File: src/hw/rtl/pwlo_pkg.sv
// Package for the pixel window/level/orientation block.
// Holds field widths, register codes, reset values and the configuration struct.
// No dependencies; every other file imports it.
package pwlo_pkg;

   // Stream payload widths
   localparam int PIXEL_W     = 16;
   localparam int BYTE_W      = 8;
   localparam int DEST_W      = 24;
   localparam int REQ_TDATA_W = 16;
   localparam int RSP_TDATA_W = 64;

   // Configuration port
   localparam int CSR_DATA_W = 32;
   localparam int CSR_ADDR_W = 5;
   localparam int REG_IDX_W  = 3;

   // Register field widths
   localparam int ORIENT_W = 3;
   localparam int SIZE_W   = 13;
   localparam int GAIN_W   = 25;
   localparam int SAT_W    = 17;
   localparam int DIFF_W   = PIXEL_W + 1;

   // Parameter defaults
   localparam int MAX_DIM_DEFAULT        = 4096;
   localparam int GAIN_FRAC_BITS_DEFAULT = 16;

   // Display value for saturated pixels
   localparam logic [BYTE_W-1:0] BYTE_FULL = 8'd255;

   // Orientation bits
   localparam int ORIENT_TRANSPOSE = 0;
   localparam int ORIENT_FLIP_SLOW = 1;
   localparam int ORIENT_FLIP_FAST = 2;

   // Register indexes (byte address = 4 * index)
   typedef enum logic [REG_IDX_W-1:0] {
      REG_ORIENTATION      = 3'd0,
      REG_FRAME_WIDTH      = 3'd1,
      REG_FRAME_HEIGHT     = 3'd2,
      REG_BLACK_LEVEL      = 3'd3,
      REG_GAIN             = 3'd4,
      REG_SATURATION_LEVEL = 3'd5,
      REG_MAX_LEVEL        = 3'd6
   } reg_index_type;

   // Reset values
   localparam logic [ORIENT_W-1:0]      ORIENT_RESET = 3'd0;
   localparam logic [SIZE_W-1:0]        SIZE_RESET   = 13'd1;
   localparam logic [PIXEL_W-1:0]       BLACK_RESET  = 16'd0;
   localparam logic signed [GAIN_W-1:0] GAIN_RESET   = 25'sd65536;
   localparam logic [SAT_W-1:0]         SAT_RESET    = 17'd65536;
   localparam logic [BYTE_W-1:0]        MAX_RESET    = 8'd255;

   // Configuration registers as seen by the datapath
   typedef struct packed {
      logic [ORIENT_W-1:0]      orientation;
      logic [SIZE_W-1:0]        frame_width;
      logic [SIZE_W-1:0]        frame_height;
      logic [PIXEL_W-1:0]       black_level;
      logic signed [GAIN_W-1:0] gain;
      logic [SAT_W-1:0]         saturation_level;
      logic [BYTE_W-1:0]        max_level;
   } cfg_type;

endpackage

File: src/hw/rtl/pwlo_regs.sv
// Configuration register file with an APB-style slave port.
// Depends on pwlo_pkg for register codes, widths and reset values.
module pwlo_regs
   import pwlo_pkg::*;
(
   input  logic                  clock,
   input  logic                  reset,
   input  logic                  csr_psel,
   input  logic                  csr_penable,
   input  logic                  csr_pwrite,
   input  logic [CSR_ADDR_W-1:0] csr_paddr,
   input  logic [CSR_DATA_W-1:0] csr_pwdata,
   output logic [CSR_DATA_W-1:0] csr_prdata,
   output logic                  csr_pready,
   output cfg_type               cfg
);

   cfg_type       cfg_ff, cfg_in;
   reg_index_type reg_idx;
   logic          wr_en;

   assign csr_pready = 1'b1;
   assign reg_idx    = reg_index_type'(csr_paddr[CSR_ADDR_W-1:2]);
   assign wr_en      = csr_psel && csr_penable && csr_pwrite && csr_pready;
   assign cfg        = cfg_ff;

   // Decode the write; unknown indexes leave everything alone
   always_comb begin
      cfg_in = cfg_ff;
      if (wr_en) begin
         case (reg_idx)
            REG_ORIENTATION:      cfg_in.orientation      = csr_pwdata[ORIENT_W-1:0];
            REG_FRAME_WIDTH:      cfg_in.frame_width      = csr_pwdata[SIZE_W-1:0];
            REG_FRAME_HEIGHT:     cfg_in.frame_height     = csr_pwdata[SIZE_W-1:0];
            REG_BLACK_LEVEL:      cfg_in.black_level      = csr_pwdata[PIXEL_W-1:0];
            REG_GAIN:             cfg_in.gain             = $signed(csr_pwdata[GAIN_W-1:0]);
            REG_SATURATION_LEVEL: cfg_in.saturation_level = csr_pwdata[SAT_W-1:0];
            REG_MAX_LEVEL:        cfg_in.max_level        = csr_pwdata[BYTE_W-1:0];
            default:              cfg_in                  = cfg_ff;
         endcase
      end
   end

   always_ff @(posedge clock) begin
      if (reset) begin
         cfg_ff.orientation      <= ORIENT_RESET;
         cfg_ff.frame_width      <= SIZE_RESET;
         cfg_ff.frame_height     <= SIZE_RESET;
         cfg_ff.black_level      <= BLACK_RESET;
         cfg_ff.gain             <= GAIN_RESET;
         cfg_ff.saturation_level <= SAT_RESET;
         cfg_ff.max_level        <= MAX_RESET;
      end else begin
         cfg_ff <= cfg_in;
      end
   end

   // Read back the addressed register; gain sign-extends
   always_comb begin
      case (reg_idx)
         REG_ORIENTATION:      csr_prdata = CSR_DATA_W'(cfg_ff.orientation);
         REG_FRAME_WIDTH:      csr_prdata = CSR_DATA_W'(cfg_ff.frame_width);
         REG_FRAME_HEIGHT:     csr_prdata = CSR_DATA_W'(cfg_ff.frame_height);
         REG_BLACK_LEVEL:      csr_prdata = CSR_DATA_W'(cfg_ff.black_level);
         REG_GAIN:             csr_prdata = CSR_DATA_W'(cfg_ff.gain);
         REG_SATURATION_LEVEL: csr_prdata = CSR_DATA_W'(cfg_ff.saturation_level);
         REG_MAX_LEVEL:        csr_prdata = CSR_DATA_W'(cfg_ff.max_level);
         default:              csr_prdata = '0;
      endcase
   end

endmodule

File: src/hw/rtl/pwlo_scale.sv
// Window/level of one pixel to a display byte: saturate, offset, gain, clamp, round.
// Depends on pwlo_pkg for widths and the configuration struct.
module pwlo_scale
   import pwlo_pkg::*;
#(
   parameter int GAIN_FRAC_BITS = GAIN_FRAC_BITS_DEFAULT
) (
   input  logic [PIXEL_W-1:0] pixel,
   input  cfg_type            cfg,
   output logic [BYTE_W-1:0]  display_byte
);

   localparam int PROD_W  = DIFF_W + GAIN_W;
   localparam int CLAMP_W = BYTE_W + GAIN_FRAC_BITS;
   localparam logic [CLAMP_W:0] HALF = (CLAMP_W + 1)'(1) << (GAIN_FRAC_BITS - 1);

   logic signed [DIFF_W-1:0]  diff;
   logic signed [PROD_W-1:0]  prod;
   logic [CLAMP_W-1:0]        top;
   logic [CLAMP_W-1:0]        clamped;
   logic [CLAMP_W:0]          rounded;
   logic                      saturated;

   // Offset by black level, then multiply by the signed Q gain
   assign diff = $signed({1'b0, pixel}) - $signed({1'b0, cfg.black_level});
   assign prod = diff * cfg.gain;
   assign top  = {cfg.max_level, GAIN_FRAC_BITS'(0)};

   // Clamp to 0..max_level in fixed point
   always_comb begin
      if (prod[PROD_W-1]) begin
         clamped = '0;
      end else if ($unsigned(prod) > PROD_W'(top)) begin
         clamped = top;
      end else begin
         clamped = prod[CLAMP_W-1:0];
      end
   end

   // Round half up and drop the fraction
   assign rounded   = {1'b0, clamped} + HALF;
   assign saturated = {1'b0, pixel} >= cfg.saturation_level;

   assign display_byte = saturated ? BYTE_FULL : rounded[GAIN_FRAC_BITS +: BYTE_W];

endmodule

File: src/hw/rtl/pixel_window_level_orient_top.sv
// Top level of the pixel window/level/orientation block.
// Depends on pwlo_pkg, pwlo_regs and pwlo_scale.
//
// channel   direction  handshake        payload
// req       in         tvalid/tready    tdata: pixel
// rsp       out        tvalid/tready    tdata: display_byte, dest_index, frame_min,
//                                       frame_max; tlast: frame_end
// csr       in         APB write/read   seven registers at byte address 4*index
//
// One pixel per clock if rsp does not stall; stage 1 feeds the output register.
// The input stage updates the counters and the running min/max and registers the
// index operands; the second stage does the gain multiply and the index multiply.
// Reset (synchronous) empties both stages and clears counters and extremes.
// A stall on rsp backs up through the two stages; req_tready drops only when both
// are full and rsp_tready is low.
module pixel_window_level_orient_top
   import pwlo_pkg::*;
#(
   parameter int MAX_DIM        = MAX_DIM_DEFAULT,
   parameter int GAIN_FRAC_BITS = GAIN_FRAC_BITS_DEFAULT
) (
   input  logic                   clock,
   input  logic                   reset,
   // pixel[15:0]
   input  logic                   req_tvalid,
   output logic                   req_tready,
   input  logic [REQ_TDATA_W-1:0] req_tdata,
   // display_byte[7:0], dest_index[31:8], frame_min[47:32], frame_max[63:48]
   output logic                   rsp_tvalid,
   input  logic                   rsp_tready,
   output logic [RSP_TDATA_W-1:0] rsp_tdata,
   output logic                   rsp_tlast,
   input  logic                   csr_psel,
   input  logic                   csr_penable,
   input  logic                   csr_pwrite,
   input  logic [CSR_ADDR_W-1:0]  csr_paddr,
   input  logic [CSR_DATA_W-1:0]  csr_pwdata,
   output logic [CSR_DATA_W-1:0]  csr_prdata,
   output logic                   csr_pready
);

   localparam int CNT_W  = $clog2(MAX_DIM);
   localparam int DIM_W  = $clog2(MAX_DIM + 1);
   localparam int SZ_W   = (DIM_W > SIZE_W) ? DIM_W : SIZE_W;
   localparam int MUL_W  = CNT_W + DIM_W;
   localparam int IDX_W  = (MUL_W + 1 > DEST_W) ? MUL_W + 1 : DEST_W;

   cfg_type cfg;

   pwlo_regs u_regs (
      .clock       (clock),
      .reset       (reset),
      .csr_psel    (csr_psel),
      .csr_penable (csr_penable),
      .csr_pwrite  (csr_pwrite),
      .csr_paddr   (csr_paddr),
      .csr_pwdata  (csr_pwdata),
      .csr_prdata  (csr_prdata),
      .csr_pready  (csr_pready),
      .cfg         (cfg)
   );

   // Handshake and pipeline control
   logic s1_valid_ff, s1_valid_in;
   logic out_valid_ff, out_valid_in;
   logic req_xfer, s1_adv, out_free;

   assign out_free   = !out_valid_ff || rsp_tready;
   assign s1_adv     = s1_valid_ff && out_free;
   assign req_tready = !s1_valid_ff || out_free;
   assign req_xfer   = req_tvalid && req_tready;

   // Effective frame sizes: zero acts as one, oversize acts as MAX_DIM
   logic [SZ_W-1:0]  w_ext, h_ext;
   logic [DIM_W-1:0] w_eff, h_eff;

   assign w_ext = SZ_W'(cfg.frame_width);
   assign h_ext = SZ_W'(cfg.frame_height);

   always_comb begin
      if (w_ext == '0) begin
         w_eff = DIM_W'(1);
      end else if (w_ext > SZ_W'(MAX_DIM)) begin
         w_eff = DIM_W'(MAX_DIM);
      end else begin
         w_eff = w_ext[DIM_W-1:0];
      end
      if (h_ext == '0) begin
         h_eff = DIM_W'(1);
      end else if (h_ext > SZ_W'(MAX_DIM)) begin
         h_eff = DIM_W'(MAX_DIM);
      end else begin
         h_eff = h_ext[DIM_W-1:0];
      end
   end

   // Position counters and running extremes
   logic [CNT_W-1:0]   slow_ff, slow_in, fast_ff, fast_in;
   logic [PIXEL_W-1:0] run_min_ff, run_min_in, run_max_ff, run_max_in;
   logic [DIM_W-1:0]   i_ext, j_ext, i_cl, j_cl, i_next, j_next;
   logic [DIM_W-1:0]   ii_full, jj_full;
   logic [CNT_W-1:0]   ii, jj;
   logic               row_end, frame_end, first_px;
   logic [PIXEL_W-1:0] px;

   assign px       = req_tdata[PIXEL_W-1:0];
   assign i_ext    = DIM_W'(slow_ff);
   assign j_ext    = DIM_W'(fast_ff);
   assign i_cl     = (i_ext >= w_eff) ? w_eff - DIM_W'(1) : i_ext;
   assign j_cl     = (j_ext >= h_eff) ? h_eff - DIM_W'(1) : j_ext;
   assign i_next   = i_cl + DIM_W'(1);
   assign j_next   = j_cl + DIM_W'(1);
   assign row_end  = j_next >= h_eff;
   assign frame_end = row_end && (i_next >= w_eff);
   assign first_px = (slow_ff == '0) && (fast_ff == '0);

   // Apply the flips
   assign ii_full = cfg.orientation[ORIENT_FLIP_SLOW] ? w_eff - DIM_W'(1) - i_cl : i_cl;
   assign jj_full = cfg.orientation[ORIENT_FLIP_FAST] ? h_eff - DIM_W'(1) - j_cl : j_cl;
   assign ii      = ii_full[CNT_W-1:0];
   assign jj      = jj_full[CNT_W-1:0];

   // Advance counters and extremes on each transfer
   always_comb begin
      slow_in    = slow_ff;
      fast_in    = fast_ff;
      run_min_in = run_min_ff;
      run_max_in = run_max_ff;
      if (req_xfer) begin
         if (first_px) begin
            run_min_in = px;
            run_max_in = px;
         end else begin
            if (px < run_min_ff) run_min_in = px;
            if (px > run_max_ff) run_max_in = px;
         end
         if (frame_end) begin
            slow_in = '0;
            fast_in = '0;
         end else if (row_end) begin
            slow_in = i_next[CNT_W-1:0];
            fast_in = '0;
         end else begin
            slow_in = i_cl[CNT_W-1:0];
            fast_in = j_next[CNT_W-1:0];
         end
      end
   end

   always_ff @(posedge clock) begin
      if (reset) begin
         slow_ff    <= '0;
         fast_ff    <= '0;
         run_min_ff <= '0;
         run_max_ff <= '0;
      end else begin
         slow_ff    <= slow_in;
         fast_ff    <= fast_in;
         run_min_ff <= run_min_in;
         run_max_ff <= run_max_in;
      end
   end

   // Stage 1 registers: pixel and index operands (multiplier, multiplicand, addend)
   logic [PIXEL_W-1:0] px1_ff, min1_ff, max1_ff;
   logic [CNT_W-1:0]   mul_a1_ff, add_c1_ff;
   logic [DIM_W-1:0]   mul_b1_ff;
   logic               last1_ff;

   assign s1_valid_in = req_xfer || (s1_valid_ff && !out_free);

   always_ff @(posedge clock) begin
      if (reset) begin
         s1_valid_ff <= 1'b0;
      end else begin
         s1_valid_ff <= s1_valid_in;
      end
   end

   always_ff @(posedge clock) begin
      if (req_xfer) begin
         px1_ff    <= px;
         min1_ff   <= run_min_in;
         max1_ff   <= run_max_in;
         last1_ff  <= frame_end;
         mul_a1_ff <= cfg.orientation[ORIENT_TRANSPOSE] ? jj : ii;
         mul_b1_ff <= cfg.orientation[ORIENT_TRANSPOSE] ? w_eff : h_eff;
         add_c1_ff <= cfg.orientation[ORIENT_TRANSPOSE] ? ii : jj;
      end
   end

   // Stage 2: scale the pixel and form the destination index
   logic [BYTE_W-1:0] scaled;
   logic [MUL_W-1:0]  dest_prod;
   logic [IDX_W-1:0]  dest_sum;

   pwlo_scale #(
      .GAIN_FRAC_BITS (GAIN_FRAC_BITS)
   ) u_scale (
      .pixel        (px1_ff),
      .cfg          (cfg),
      .display_byte (scaled)
   );

   assign dest_prod = mul_a1_ff * mul_b1_ff;
   assign dest_sum  = IDX_W'(dest_prod) + IDX_W'(add_c1_ff);

   // Output register
   logic [BYTE_W-1:0]  byte_ff;
   logic [DEST_W-1:0]  dest_ff;
   logic [PIXEL_W-1:0] min_ff, max_ff;
   logic               last_ff;

   assign out_valid_in = s1_adv || (out_valid_ff && !rsp_tready);

   always_ff @(posedge clock) begin
      if (reset) begin
         out_valid_ff <= 1'b0;
      end else begin
         out_valid_ff <= out_valid_in;
      end
   end

   always_ff @(posedge clock) begin
      if (s1_adv) begin
         byte_ff <= scaled;
         dest_ff <= dest_sum[DEST_W-1:0];
         min_ff  <= min1_ff;
         max_ff  <= max1_ff;
         last_ff <= last1_ff;
      end
   end

   assign rsp_tvalid = out_valid_ff;
   assign rsp_tlast  = last_ff;
   assign rsp_tdata  = {max_ff, min_ff, dest_ff, byte_ff};

   // Checks on the pipeline and the running state
   assert property (@(posedge clock) disable iff (reset)
      run_min_ff <= run_max_ff)
      else $error("running minimum above running maximum");

   assert property (@(posedge clock) disable iff (reset)
      req_xfer && frame_end |=> slow_ff == '0 && fast_ff == '0)
      else $error("counters not cleared after last pixel of frame");

   assert property (@(posedge clock) disable iff (reset)
      s1_valid_ff && !out_free |=> s1_valid_ff && $stable(px1_ff))
      else $error("stage 1 item lost during output stall");

   assert property (@(posedge clock) disable iff (reset)
      req_xfer |=> s1_valid_ff)
      else $error("accepted pixel did not enter stage 1");

endmodule

File: config.mk
export PLATFORM = sky130hd
export DESIGN_NAME = pixel_window_level_orient_top
export DESIGN_NICKNAME = d
export VERILOG_FILES = /design/src/hw/rtl/pwlo_pkg.sv /design/src/hw/rtl/pwlo_regs.sv /design/src/hw/rtl/pwlo_scale.sv /design/src/hw/rtl/pixel_window_level_orient_top.sv
export SDC_FILE = /design/constraint.sdc
export NUM_CORES = 2
export LEC_CHECK = 0
export ABC_AREA = 1
export BUFFER_PORTS_ARGS = -buffer_cell sky130_fd_sc_hd__buf_2
export CORE_ASPECT_RATIO = 0.8
export CORE_UTILIZATION = 60
export DETAILED_ROUTE_END_ITERATION = 10
export PLACE_DENSITY = 0.78
export SLEW_MARGIN = 10
export SYNTH_ARGS = -nofsm -noshare
export SYNTH_HDL_FRONTEND = slang
export SYNTH_SLANG_ARGS = --single-unit
File: constraint.sdc
create_clock -name clock -period 12.67 [get_ports clock]
set_clock_uncertainty 0.15 [all_clocks]
set_input_delay 0.6335 -clock clock [delete_from_list [all_inputs] [get_ports clock]]
set_output_delay 0.6335 -clock clock [all_outputs]
set_load 0.03 [all_outputs]
==> reports/qor.csv <==
stage;metric;value;unit
hold_path;type of the worst min-delay path;in -> reg;
route;WL/cell;19.06;µm
synth;Adder-Cell Fraction of Synth Area;0.3787;
cells_and_area;Post-Layout Cell Count;5882;
synth;Synth cell types;63;
setup_path;FF-to-FF setup slack;1050;ps
cells_and_area;area of the multi-input gates;26330;µm²
route;final routed DRC violation total;0;
synth;YS warnings;0;
sta;Final setup viols;0;
sta;RSZ-0062 raised after global routing;no;
cells_and_area;commonest non-fill, non-tap cell in the layout;inv_1;
clock_network;Post-CTS Setup Inserts;0;
clock_network;CTS tree;yes;
sta;hold violation count in the final report;0;
clock_network;hold_buf cts;0;
setup_path;CP endpoint kind;register;
cells_and_area;area occupied by registers;7597;µm²
clock_network;Sink Count;304;
setup_path;CP dominant cell by count;nand2_1;
route;via count;32789;
place;gpl congestion;0.9858;
floorplanning;Ports;160;
synth;largest family of logic cells by synthesized area;adder cells;
setup_path;Crit path required time;12810;ps
sta;Hold Slack;164.8;ps
route;DRT Pass-1 Iters;5;
place;DP Wirelength;89.11;mm
clock_network;CTS buffer count;37;
power;Internal Power;3.297;mW
clock_network;clk buf depth;3;
power;switch share;0.4865;
synth;mux cell area share after synthesis;0;
floorplanning;Rows;83;
flow_run;Max Cap Viol;0;
grt;Tot GR Track Use;0.3454;
synth;Avg Inst Size Synth;7.868;µm²
synth;sequential share of the synthesized area;0.1952;
setup_path;CP max stage cell;inv_1;
power;leakage power;21.58;nW
clock_network;htree depth;2;
floorplanning;Die ar.;65910;µm²
sta;crit share post-route;0.9169;
power;share of total power in combinational logic;0.607;
power;Pwr Density;154.5;nW/µm²
place;quantity of I/O buffers inserted on ports;149;
grt;vias in the first global route;31586;
cells_and_area;most frequent cells in the layout;inv_1 (1108), nand2_1 (1079), fa_1 (539);
clock_network;clock latency on the worst-skew pair;600;ps
floorplanning;chip width;286.8;µm
setup_path;Crit Path Class;reg -> reg;
power;Clock power frac;0.172;
cells_and_area;layout cells sized above 1;0.07414;
synth;synthesized area;38930;µm²
status;status;finished clean;
power;Seq pwr share;0.221;
route;DRT iter0 DRCs;3550;
clock_network;clock transition at the registers of the reported paths;60;ps
floorplanning;Initial Utilization;0.6066;
route;Post-Route WL;112.1;mm
synth;Synth Area in XOR/XNOR;0.01938;
setup_path;crit path DAT;11760;ps
power;Peak VDD IR;0.1598;mV
cells_and_area;fillers;5525;
cells_and_area;net count reported at finish;5918;
sta;Slew @ Worst Pin;1091;ps
hold_path;hold path depth;3;
sta;Slew Viols, Final;0;
setup_path;slowest stage delay, CP;870;ps
place;Placed Cells;5814;
route;Via density;5.574;
clock_network;post-cts resize count;0;
sta;minimum clock period;11620;ps
route;post-route ant nets;0;
setup_path;Crit Path Max Fanout;22;
grt;first-pass GRT wire length;175.4;mm
clock_network;Root Driver;clkbuf_16;
synth;Mapped Nets;5863;
synth;Synth Area in Simple Gates;0.1939;
setup_path;CP Launch Type;register;
synth;Synth Area in Compound Gates;0.08363;
synth;Syn Inst Count;4948;
floorplanning;core area;64180;µm²
grt;pin count of the biggest net entering global routing;86;
synth;flops & latches, synth;304;
grt;initial antenna violation count;6;
sta;Slew Limit Headroom;0.2650;
floorplanning;Die H;229.8;µm
sta;Max Freq;86.08;MHz
setup_path;number of cells on the worst reg-to-reg path;52;
cells_and_area;Layout area overhead;6.721;%
sta;Sum Neg Setup Slack;0;ps
grt;grt ovf;0;
power;Psw;3.123;mW
## routing by layer
metal / vias to the layer above / wire (µm) / track usage
met2: 1656 / 46330 / 0.4949
met1: 15641 / 47700 / 0.5082
met5: - / 72 / 0
met3: 238 / 14630 / 0.1008
li1: 15244 / - / -
met4: 10 / 3375 / 0.09242
## stage by stage
step | worst slack, ps | util | total power, mW | instance area (µm²)
after global routing | 523.3 | 0.6473 | 6.941 | 41540
after detailed placement | 1337 | 0.6279 | 5.243 | 40300
final | 1053 | 0.6473 | 6.420 | 41540
after global placement | 1354 | 0.6279 | 5.146 | 40300
after CTS | 1225 | 0.6473 | 6.387 | 41540
after floorplan | 3428 | - | 4.241 | 38930
## cells by family after synthesis
| family | Yosys count |
|---|---|
| AND/OR/NAND/NOR | 1804 |
| buffers and inverters | 1317 |
| adder cells (fa/ha/maj) | 855 |
| AO/OA/AOI/OAI | 586 |
| flip-flops | 304 |
| XOR/XNOR | 81 |
| other | 1 |
## registers in the layout, indices dropped and copies added, names as in the netlist, 13 cells and up
signal      count
u_regs.cfg     95
mul_b1_ff      13
px1_ff         16
min_ff         16
dest_ff        24
max_ff         16
max1_ff        16
run_max_ff     16
run_min_ff     16
min1_ff        16
## area by class of cell
cell class                 count  share of cell area
tap                          850             0.02560
clock buffer                  46             0.02461
clock inverter                21            0.005391
sequential                   304              0.1829
antenna                        1          0.00006023
multi-input combinational   3327              0.6337
timing repair buffer         179             0.02337
inverter                    1154              0.1044
## synthesized netlist by cell type, drive strengths merged
| master | number | share of area |
|---|---|---|
| a22oi | 2 | 0.00039 |
| o21ai | 239 | 0.032 |
| ha | 316 | 0.10 |
| o31ai | 3 | 0.00058 |
| buf | 20 | 0.0039 |
| nor2 | 411 | 0.041 |
| nor3 | 25 | 0.0042 |
| a21o | 3 | 0.00058 |
| a211oi | 11 | 0.0021 |
| or2 | 21 | 0.0034 |
| o2111a | 1 | 0.00029 |
| nor3b | 2 | 0.00051 |
| a21oi | 246 | 0.032 |
| a221oi | 7 | 0.0016 |
| and2 | 5 | 0.00080 |
| nand2 | 1104 | 0.11 |
| inv | 1139 | 0.11 |
| o21a | 1 | 0.00019 |
| xor2 | 56 | 0.013 |
| nor4 | 14 | 0.0026 |
| edfxtp | 151 | 0.12 |
| o211ai | 13 | 0.0025 |
| dfxtp | 153 | 0.079 |
| nand4 | 43 | 0.0069 |
| o22ai | 21 | 0.0034 |
| a31oi | 4 | 0.00064 |
| clkinv | 15 | 0.0014 |
| o21bai | 12 | 0.0023 |
| nand3 | 171 | 0.024 |
| and3 | 1 | 0.00016 |
| fa | 539 | 0.28 |
| o2111ai | 3 | 0.00068 |
| conb | 1 | 0.000096 |
| xnor2 | 25 | 0.0060 |
| a21boi | 3 | 0.00058 |
| clkbuf | 143 | 0.014 |
| nand3b | 7 | 0.0013 |
| o221ai | 17 | 0.0038 |
## path summary, 6_finish.rpt
check,endpoint,start
hold / removal,s1_valid_ff$_SDFF_PP0_,req_tvalid
setup reg to reg,byte_ff[5]$_SDFFCE_PP1P_,px1_ff[0]$_DFFE_PP_
hold reg to reg,min_ff[1]$_DFFE_PP_,min1_ff[1]$_DFFE_PP_
setup / recovery,byte_ff[5]$_SDFFCE_PP1P_,px1_ff[0]$_DFFE_PP_
## power by group through the flow
stage	Sequential (mW)	Combinational, mW	Clock, mW
after floorplan	1.48	2.76	0
after global placement	1.43	3.71	0
after detailed placement	1.44	3.81	0
after CTS	1.42	3.85	1.12
after global routing	1.44	4.35	1.16
final	1.42	3.90	1.11
## critical path: cells and delay by family (launching register included)
family,cells,cell delay (ps)
adders and majority gates,11,4750
and+or+nand+nor,28,3750
buffers and inverters,8,1320
AOI/OAI and AO/OA,4,700
xor gates and xnor gates,1,340
DFF,1,320
No activity file was read; power rests on OpenSTA's default activity.
